File: src/rtl/bpa_ram.sv
// Generic single-port-write, one-port-read RAM with registered read data.
module bpa_ram #(
    parameter int unsigned WIDTH = 8,
    parameter int unsigned DEPTH = 16
) (
    input  logic                     i_clk,
    input  logic                     i_we,
    input  logic [$clog2(DEPTH)-1:0] i_waddr,
    input  logic [WIDTH-1:0]         i_wdata,
    input  logic [$clog2(DEPTH)-1:0] i_raddr,
    output logic [WIDTH-1:0]         o_rdata
);
    logic [WIDTH-1:0] r_mem [DEPTH];

    always_ff @(posedge i_clk) begin
        if (i_we) begin
            r_mem[i_waddr] <= i_wdata;
        end
        o_rdata <= r_mem[i_raddr];
    end
endmodule

File: config.mk
export PLATFORM = sky130hd
export DESIGN_NAME = bpa_ram
export DESIGN_NICKNAME = d
export VERILOG_FILES = /design/src/rtl/bpa_ram.sv
export SDC_FILE = /design/constraint.sdc
export NUM_CORES = 1
export LEC_CHECK = 0
export BUFFER_PORTS_ARGS = -buffer_cell sky130_fd_sc_hd__buf_4
export CORE_ASPECT_RATIO = 1.1
export CORE_MARGIN = 10
export CORE_UTILIZATION = 35
export DETAILED_ROUTE_END_ITERATION = 8
export PLACE_DENSITY = 0.53
export SYNTH_ARGS = -nofsm -noshare
export SYNTH_HDL_FRONTEND = slang
export SYNTH_SLANG_ARGS = --single-unit
File: constraint.sdc
create_clock -name i_clk -period 1.4 [get_ports i_clk]
set_input_delay 0.07 -clock i_clk [delete_from_list [all_inputs] [get_ports i_clk]]
set_output_delay 0.07 -clock i_clk [all_outputs]
set_load 0.05 [all_outputs]
# Yosys cells after proc, flatten, opt, wreduce, memory -nomap -nowiden
# Memory sizes are Yosys's and may differ from the RTL's. A register that Yosys moved wholly into a read port is not among the register bits.
# Index checks and enable logic that the tools add are counted.
# word_totals
register_bits	0
ram_bits	128
inputBits	18
elab_cells	3
mem_count	1
# op_classes
mux	2
# memory_table
memory	words	word_bits	read_ports	rd_ports_with_merged_regs	write_ports	line_no	source
r_mem	16	8	1	1	1	13	logic [WIDTH-1:0] r_mem [DEPTH];
# op_table
cell	count
two-way mux 1 bit	2

# Depth between registers and ports, before layout
# Gate-level depths: netlist of run 1.
# logic_depth
word_depth	2
mapped_depth	5
ltp_nobuf	3

# Least setup slack after synthesis of run 1
# Ideal clock, no wire load.
# synth_timing
path_kind	input -> register
from	input port i_waddr[2]
to	memory r_mem[0][0] (enable)
setup_ns	0.383
t_arrival_ns	1.180
path_slack_ns	-0.163
cell_stages	2
cell_sequence	or3b_2 -> nor3_1
# synth_lines
item	line_no	source
start: declaration	8	input logic [$clog2(DEPTH)-1:0] i_waddr,
end: declaration	13	
# No word-level cell before the write port.

==> metrics.csv, run 1 <==
metric,value,unit
status,"complete, no violations",
antenna diode count,0,
met1 GRT Util,0.148,
period utilization,0.969,
Final Cell Area,0.00643,mm2
Fin Setup TNS,0,ns
post-DR wirelength/cell,20.9,um
synthesis-stage register bit count,136,
Rel. slew slack,0.463,
"Cell Area, Synth",0.00515,mm2
Clock power frac,0.441,
"commonest non-fill, non-tap cell in the layout",edfxtp_1,
worst slew pin tran,0.804,ns
Antenna Violating Nets Remaining,0,
Lkg Pwr,2.19,nW
"Arr. time, crit path",1.65,ns
area fraction of the dominant cell type after synthesis,0.747,
CTS tree,yes,
RSZ-0062 raised after global routing,false,
Die Ht,147,um
Initial DRC Count,177,
dpl hpwl,7260,um
Hold Fails Final Rpt,0,
core area,0.0144,mm2
WHS,0.0376,ns
Power Total,9.29,mW
Max Cap Violations,0,
total CTS buffers,17,
row cnt,46,
type of the worst setup path,flip-flop to flip-flop,
# nets final,319,
Post-Route Utilization,0.445,
switching fraction of total power,0.205,
largest net degree at the start of global routing,18,
CP Capture Type,flip-flop,
final worst-path setup slack,0.0433,ns
pre-CTS setup slack,-0.100,ns
initial antenna violation count,0,
synth top area cells,"edfxtp_1 (75%), mux4_2 (7.9%), mux4_1 (7.1%)",
Congestion Overflow GR,0,
vias in the first global route,2662,
CTS Sinks,136,
Worst Path Required,1.70,ns
area grow syn2layout,24.9,%
Initial Utilization,0.356,
Reg power frac,0.494,
busiest grt layer,met2,
fmax,0.737,GHz
Root Driver,clkbuf_16,
Synth Net Count,247,
io pins,26,
Synth Warn #,0,
DRT Wirelength,10600,um
number of DRC violations after detailed routing,0,
die area,0.0200,mm2
hold crit path type,input port to flip-flop,
most frequent cells in the layout,"edfxtp_1 (128), buf_4 (49), mux4_2 (19)",
Via density,4.95,
Comb power frac,0.066,
max-slew violation count,0,
Syn Area/Cell,22.5,um2
cells after synthesis,229,
met3 Use GR,0.0348,
port bufs,25,
CP startpoint kind,flip-flop,
Pre-antenna DRT Iters,4,
Netlist cell types,19,
P_int,7.39,mW
Vias,2503,
Fin Clk Skew,0.00601,ns
Pwr Density,1440,mW/mm2
met2 usage,0.171,
Routability Congestion,0.765,
Tot GR Track Use,0.113,
clock transition at the registers of the reported paths,0.05,ns
first-pass GRT wire length,16500,um
Peak VDD IR,0.806,mV
clk_lat worst skew,0.41,ns
P_sw,1.90,mW
register area share after synthesis,0.778,
largest area contributor in the netlist,edfxtp_1,
Final Instance Count excl. Fillers,506,
setup violators final,0,
Die X,136,um
clock tree buffer depth,2,
fraction of layout cells with a size suffix above 1,0.328,
CTS H-tree lvls,4,
crit path max fanout,1,
post-place instance area,0.00579,mm2
Post-Place Cells,466,
Final Critical Period,1.36,ns
[state kept, by name (all words and copies together) (netlist names)]
| name | flops |
|---|---|
| o_rdata | 8 |
| r_mem | 128 |
[Yosys cell counts]
library cell     number
nor2_1               13
mux4_1               14
nand3_1               1
nor3_1                4
nand2_1               9
nand3b_1              2
dfxtp_1               8
buf_2                 3
nor2b_1               1
or3b_2                1
nand2b_1              2
clkdlybuf4s25_2       3
buf_6                 3
and2b_1               1
edfxtp_1            128
buf_4                 1
mux4_2               18
a22oi_1              16
and2_1                1
[power by group through the flow]
stage / Clock [mW] / Combinational, mW / Sequential, mW
after global placement: 0 / 0.588 / 4.67
after detailed placement: 0 / 0.594 / 4.67
after global routing: 4.39 / 0.656 / 4.59
after CTS: 4.16 / 0.614 / 4.58
final: 4.09 / 0.609 / 4.58
after floorplan: 0 / 0.231 / 4.75
[critical path, stage by stage, from the launching register on]
cell	delay, ns
edfxtp_1	0.36
mux4_1	0.52
a22oi_1	0.29
nand2_1	0.08
[routing by layer]
layer | up-vias | wire length (um)
li1 | 1119 | -
met1 | 1306 | 4800
met2 | 62 | 5100
met3 | 16 | 544
met4 | 0 | 152
met5 | - | 0
[worst paths after layout]
path                                   start            to  slack (ns)  cells past startpoint
worst max-delay path             r_mem[1][5]    o_rdata[5]        0.04                      3
worst max register to register   r_mem[1][5]    o_rdata[5]        0.04                      3
worst min register to register  r_mem[12][5]    o_rdata[5]        0.67                      3
worst min-delay path              i_waddr[0]  r_mem[12][4]        0.04                      2
[logic make-up (layout without fill, tap and decap cells)]
group,after synthesis,count (layout),share of synthesized area
AO/OA/AOI/OAI,16,16,0.0233
buffers and inverters,10,95,0.0168
multiplexers,32,32,0.150
AND/OR/NAND/NOR,35,35,0.0318
flip-flops,136,136,0.778
[layout make-up]
type	instances	area, um2
fill	1232	8020
sequential	136	4000
multi-input combinational	83	1070
timing repair buffer	63	568
clock buffer	20	437
tap	192	240
clock inverter	12	109
[repair_timing]
item,in CTS,in global routing
hold buffers,8,0
setup buffers,0,0
resized for setup,0,4
endpoints found under the hold margin,128,0
setup endpoints to repair,0,4
(Power assumes the default switching activity.)
==> inputs of run 2 (changes only) <==
--- a/config.mk
+++ b/config.mk
@@ -5,12 +5,13 @@
 export SDC_FILE = /design/constraint.sdc
 export NUM_CORES = 1
 export LEC_CHECK = 0
+export ABC_CLOCK_PERIOD_IN_PS = 1400
 export BUFFER_PORTS_ARGS = -buffer_cell sky130_fd_sc_hd__buf_4
 export CORE_ASPECT_RATIO = 1.1
 export CORE_MARGIN = 10
 export CORE_UTILIZATION = 35
 export DETAILED_ROUTE_END_ITERATION = 8
-export PLACE_DENSITY = 0.53
+export PLACE_DENSITY_LB_ADDON = 0.15
 export SYNTH_ARGS = -nofsm -noshare
 export SYNTH_HDL_FRONTEND = slang
 export SYNTH_SLANG_ARGS = --single-unit
==> constraint.sdc (replaced) <==
create_clock -name i_clk -period 1.4 [get_ports i_clk]
set_input_delay 0.14 -clock i_clk [delete_from_list [all_inputs] [get_ports i_clk]]
set_output_delay 0.14 -clock i_clk [all_outputs]
set_load 0.05 [all_outputs]
==> run 2 against run 1 <==
  * Register-to-register slack improved by 0.03 ns
  * Die area unchanged
  * Critical path depth unchanged
  * Clock power increased by 24%
  * Final cell count decreased by 0.99%
  * Total power increased by 10%
  * Routed wire length decreased by 3.4%
  * Critical path type unchanged
  * Highest routed layer unchanged
==> metrics.csv, run 2 (same netlist as run 1, synthesis figures left out) <==
metric,value,unit,change
Pwr Density,1570,mW/mm2,+8.9%
Final Cell Area,0.00652,mm2,+1.3%
Pre-antenna DRT Iters,4,,unchanged
delay of the slowest critical-path stage,0.52,ns,about the same
Tot GR Track Use,0.110,,-0.00299
fmax,0.751,GHz,+1.9%
row cnt,46,,unchanged
CTS Sinks,136,,unchanged
DRT Wirelength,10200,um,-3.4%
Max Cap Violations,0,,unchanged
clock transition at the registers of the reported paths,0.06,ns,about the same
Peak VDD IR,0.801,mV,-0.57%
Initial Utilization,0.356,,unchanged
"commonest non-fill, non-tap cell in the layout",edfxtp_1,,
"Arr. time, crit path",1.62,ns,-0.03 ns
first-pass GRT wire length,15700,um,-4.9%
CTS tree,yes,,
Crit path max-delay family,multiplexers,,
worst slew pin tran,0.729,ns,-0.0752 ns
Largest regs,"r_mem x128, o_rdata x8",,
io pins,26,,unchanged
CTS H-tree lvls,4,,unchanged
largest net degree at the start of global routing,24,,+6
Top reg by flops,r_mem,,
# nets final,314,,-1.6%
status,"complete, no violations",,
Congestion Overflow GR,0,,unchanged
area grow syn2layout,26.6,%,
hold crit path type,input port to flip-flop,,
clk_lat worst skew,0.41,ns,about the same
worst path buffer plus inverter count,0,,unchanged
post-DR wirelength/cell,20.4,um,-2.5%
clock tree buffer depth,2,,unchanged
Routability Congestion,0.747,,-2.4%
fraction of layout cells with a size suffix above 1,0.369,,+0.0409
max reg flops,128,,unchanged
Vias,2410,,-3.7%
filler cell count,1234,,+0.16%
Worst Path Required,1.69,ns,about the same
Initial DRC Count,200,,+13%
crit-path cells,mux4_1 > a22oi_2 > nand2_1,,
RSZ-0062 raised after global routing,false,,
vias in the first global route,2627,,-1.3%
Via density,4.81,,-2.8%
setup bufs post-CTS,0,,unchanged
port bufs,25,,unchanged
Lkg Pwr,2.24,nW,+2.3%
CP Capture Type,flip-flop,,
post-place instance area,0.00580,mm2,+0.17%
total CTS buffers,17,,unchanged
most frequent cells in the layout,"edfxtp_1 (128), buf_4 (53), mux4_2 (18)",,
crit path max fanout,1,,unchanged
Die X,136,um,unchanged
WHS,0.0321,ns,-0.00552 ns
antenna diode count,0,,unchanged
r2r setup slk,0.07,ns,+0.03 ns
initial antenna violation count,0,,unchanged
setup violators final,0,,unchanged
number of DRC violations after detailed routing,0,,unchanged
Final Critical Period,1.33,ns,-0.0255 ns
"Slowest-stage cell, CP",mux4_1,,
dpl hpwl,6980,um,-3.8%
Rel. slew slack,0.513,,+0.0503
max-slew violation count,0,,unchanged
Antenna Violating Nets Remaining,0,,unchanged
Fin Clk Skew,0.00317,ns,-0.00284 ns
die area,0.0200,mm2,unchanged
Die Ht,147,um,unchanged
Hold Fails Final Rpt,0,,unchanged
core area,0.0144,mm2,unchanged
CP startpoint kind,flip-flop,,
Root Driver,clkbuf_16,,
period utilization,0.951,,-0.0182
type of the worst setup path,flip-flop to flip-flop,,
run 2: cell types whose count changed in the layout (fill, tap and decap cells not counted), sizes merged:
cell,change
clkbuf,-2
bufinv,+5
buf,+3
clkinv,-3
dlygate4sd3,-8
run 2: metal layers:
metal / track usage / vias to the layer above / part of all wire
met5: 0 / - / 0
met4: 0.0469 / 0 / 0.0090
met3: 0.0443 / 8 / 0.053
met2: 0.163 / 51 / 0.49
met1: 0.139 / 1245 / 0.45
li1: - / 1106 / -
run 2: final cells by class:
type | count | area [um2] | share of cell area
clock buffer | 18 | 429 | 0.0659
clock inverter | 14 | 253 | 0.0388
multi-input combinational | 83 | 1090 | 0.168
sequential | 136 | 4000 | 0.614
tap | 192 | 240 | 0.0369
timing repair buffer | 58 | 498 | 0.0764
run 2: repair_timing:
| action | 4_1_cts | 5_1_grt |
|---|---|---|
| resized for setup | 0 | 6 |
| hold buffers | 0 | 0 |
| endpoints found under the setup margin | 0 | 6 |
run 2: where the power goes:
part | switching [mW] | internal, mW | total [mW]
combinational | 0.343 | 0.247 | 0.590
sequential | 0.0252 | 4.55 | 4.58
clock | 1.58 | 3.50 | 5.08
total | 1.95 | 8.30 | 10.2
run 2: final timing paths:
path | start | to | cells past startpoint
max reg2reg | r_mem[1][0] | o_rdata[0] | 3
min reg2reg | r_mem[14][3] | o_rdata[3] | 3
min | i_wdata[3] | r_mem[15][3] | 1
max | r_mem[1][0] | o_rdata[0] | 3
run 2: worst reg2reg max path, stage by stage, from the launching register on:
cell and delay, ns:
edfxtp_1 0.35, mux4_1 0.52, a22oi_2 0.22, nand2_1 0.11
run 2: metrics by stage:
stage | power, mW | cells | setup TNS, ns | setup slack [ns] | util
floorplan | 4.98 | 229 | -0.147 | -0.00615 | -
global placement | 5.25 | 469 | -0.838 | -0.179 | 0.402
detailed placement | 5.26 | 469 | -0.851 | -0.152 | 0.402
CTS | 10.4 | 501 | 0 | 0.0303 | 0.449
global route | 10.6 | 501 | 0 | 0.00154 | 0.451
finish | 10.2 | 501 | 0 | 0.0688 | 0.451
==> inputs of run 3 (changes only) <==
--- a/config.mk
+++ b/config.mk
@@ -5,7 +5,7 @@
 export SDC_FILE = /design/constraint.sdc
 export NUM_CORES = 1
 export LEC_CHECK = 0
-export ABC_CLOCK_PERIOD_IN_PS = 1400
+export ABC_CLOCK_PERIOD_IN_PS = 1500
 export BUFFER_PORTS_ARGS = -buffer_cell sky130_fd_sc_hd__buf_4
 export CORE_ASPECT_RATIO = 1.1
 export CORE_MARGIN = 10
==> constraint.sdc (replaced) <==
create_clock -name i_clk -period 1.5 [get_ports i_clk]
set_input_delay 0.15 -clock i_clk [delete_from_list [all_inputs] [get_ports i_clk]]
set_output_delay 0.15 -clock i_clk [all_outputs]
set_load 0.05 [all_outputs]
==> run 3 against run 2 <==
  * Setup slack improved by 0.043 ns
  * Clock-buffer cell count grew 5
  * Design area decreased by 3.8%
  * Worst hold slack gained 0.017 ns
  * Die area did not move
  * Flip-flop and latch count stayed put
  * Sequential share of layout area is 2.4 points higher
  * Critical path type unchanged
  * Largest power group is now registers
  * Highest routed layer unchanged
==> metrics.csv, run 3 (same netlist as run 1, synthesis figures left out) <==
metric,value,unit,change
status,"complete, no violations",,
Pre-antenna DRT Iters,4,,unchanged
FF-to-FF End,o_rdata[2],,
Vias,2435,,+1.0%
Fin Setup TNS,0,ns,unchanged
post-DR wirelength/cell,20.7,um,+1.3%
fmax,0.720,GHz,-4.1%
hold_buf cts,0,,unchanged
Post-Place Cells,467,,-0.43%
# nets final,312,,-0.64%
Final Instance Count excl. Fillers,497,,-0.80%
Die X,136,um,unchanged
io pins,26,,unchanged
Lkg Pwr,2.14,nW,-4.6%
Reg2Reg Depth,3,,unchanged
Setup crit start,r_mem[5][2],,
Tot GR Track Use,0.110,,about the same
worst reg2reg startpoint,r_mem[5][2],,
crit path max fanout,1,,unchanged
Routability Congestion,0.726,,-2.8%
Levels on crit path,3,,unchanged
type of the worst setup path,flip-flop to flip-flop,,
clk_lat worst skew,0.41,ns,about the same
"Arr. time, crit path",1.68,ns,+0.06 ns
Fin Clk Skew,0.00513,ns,+0.00196 ns
port bufs,25,,unchanged
Pwr Density,1340,mW/mm2,-15%
Worst Setup EP,o_rdata[2],,
CTS Sinks,136,,unchanged
hold crit path type,input port to flip-flop,,
Top reg by flops,r_mem,,
worst slew pin tran,0.752,ns,+0.0227 ns
Congestion Overflow GR,0,,unchanged
most frequent cells in the layout,"edfxtp_1 (128), buf_4 (53), mux4_2 (18)",,
Final Cell Area,0.00627,mm2,-3.8%
Post-Route Utilization,0.434,,-0.0172
max reg flops,128,,unchanged
CTS H-tree lvls,4,,unchanged
Initial Utilization,0.356,,unchanged
clock tree buffer depth,2,,unchanged
worst path buffer plus inverter count,0,,unchanged
"Slowest-stage cell, CP",mux4_1,,
largest net degree at the start of global routing,24,,unchanged
period utilization,0.926,,-0.0253
origin of the worst min-delay path,i_wdata[3],,
Max Cap Violations,0,,unchanged
WHS,0.0487,ns,+0.0166 ns
"Gates resized, CTS repair",0,,unchanged
CP startpoint kind,flip-flop,,
core area,0.0144,mm2,unchanged
Via density,4.90,,+1.9%
total CTS buffers,17,,unchanged
clock transition at the registers of the reported paths,0.06,ns,about the same
Final Critical Period,1.39,ns,+0.0571 ns
area grow syn2layout,21.8,%,
"commonest non-fill, non-tap cell in the layout",edfxtp_1,,
crit-path cells,mux4_1 > a22oi_1 > nand2_1,,
fraction of layout cells with a size suffix above 1,0.315,,-0.0542
initial antenna violation count,0,,unchanged
DRT Wirelength,10300,um,+0.48%
row cnt,46,,unchanged
delay of the slowest critical-path stage,0.54,ns,+0.02 ns
dpl hpwl,7040,um,+0.83%
met2 usage,0.168,,+0.00559
antenna diode count,0,,unchanged
filler cell count,1254,,+1.6%
setup violators final,0,,unchanged
met3 Use GR,0.0379,,-0.00648
Crit path max-delay family,multiplexers,,
Die Ht,147,um,unchanged
CTS tree,yes,,
Rel. slew slack,0.498,,-0.0152
Initial DRC Count,222,,+11%
Worst Path Required,1.79,ns,+0.10 ns
die area,0.0200,mm2,unchanged
number of DRC violations after detailed routing,0,,unchanged
met1 GRT Util,0.138,,-0.00115
post-place instance area,0.00576,mm2,-0.69%
Root Driver,clkbuf_16,,
setup bufs post-CTS,0,,unchanged
CP Capture Type,flip-flop,,
r2r setup slk,0.11,ns,+0.04 ns
Hold Fails Final Rpt,0,,unchanged
max-slew violation count,0,,unchanged
busiest grt layer,met2,,
Largest regs,"r_mem x128, o_rdata x8",,
RSZ-0062 raised after global routing,false,,
vias in the first global route,2656,,+1.1%
first-pass GRT wire length,15800,um,+0.26%
Antenna Violating Nets Remaining,0,,unchanged
Peak VDD IR,0.608,mV,-24%
[run 3: layout make-up]
type	instances	area [um2]	share of cell area
clock inverter	7	55.1	0.00878
clock buffer	23	448	0.0715
tap	192	240	0.0383
multi-input combinational	83	1060	0.169
sequential	136	4000	0.639
timing repair buffer	56	458	0.0731
[run 3: metal layers]
metal | up-vias | wire [um]
li1 | 1099 | -
met1 | 1268 | 4520
met2 | 58 | 5160
met3 | 10 | 496
met4 | 0 | 104
met5 | - | 0
[run 3: metrics by stage]
step / worst slack (ns) / power (mW)
3_3_place_gp: -0.122 / 4.89
4_1_cts: 0.130 / 8.52
5_1_grt: 0.0511 / 8.70
6_report: 0.112 / 8.39
3_5_place_dp: -0.111 / 4.89
2_1_floorplan: 0.0839 / 4.65
[run 3: worst register-to-register path, cell delays in order (launching register included)]
cell,delay [ns]
edfxtp_1,0.36
mux4_1,0.54
a22oi_1,0.27
nand2_1,0.10
[run 3: where the power goes]
| group | total [mW] | switching, mW | internal (mW) |
|---|---|---|---|
| Sequential | 4.28 | 0.0241 | 4.25 |
| Clock | 3.59 | 1.36 | 2.22 |
| Combinational | 0.525 | 0.310 | 0.215 |
| Total | 8.39 | 1.70 | 6.69 |
[run 3: worst min path at each step]
stage / end / slack (ns) / cells past startpoint
final: r_mem[3][3] / 0.05 / 1
after global placement: r_mem[5][7] / 0.46 / 1
after floorplan: r_mem[0][0] / 0.25 / 0
after CTS: r_mem[6][0] / 0.03 / 1
after detailed placement: r_mem[5][0] / 0.47 / 1
after global routing: r_mem[10][3] / 0.05 / 1
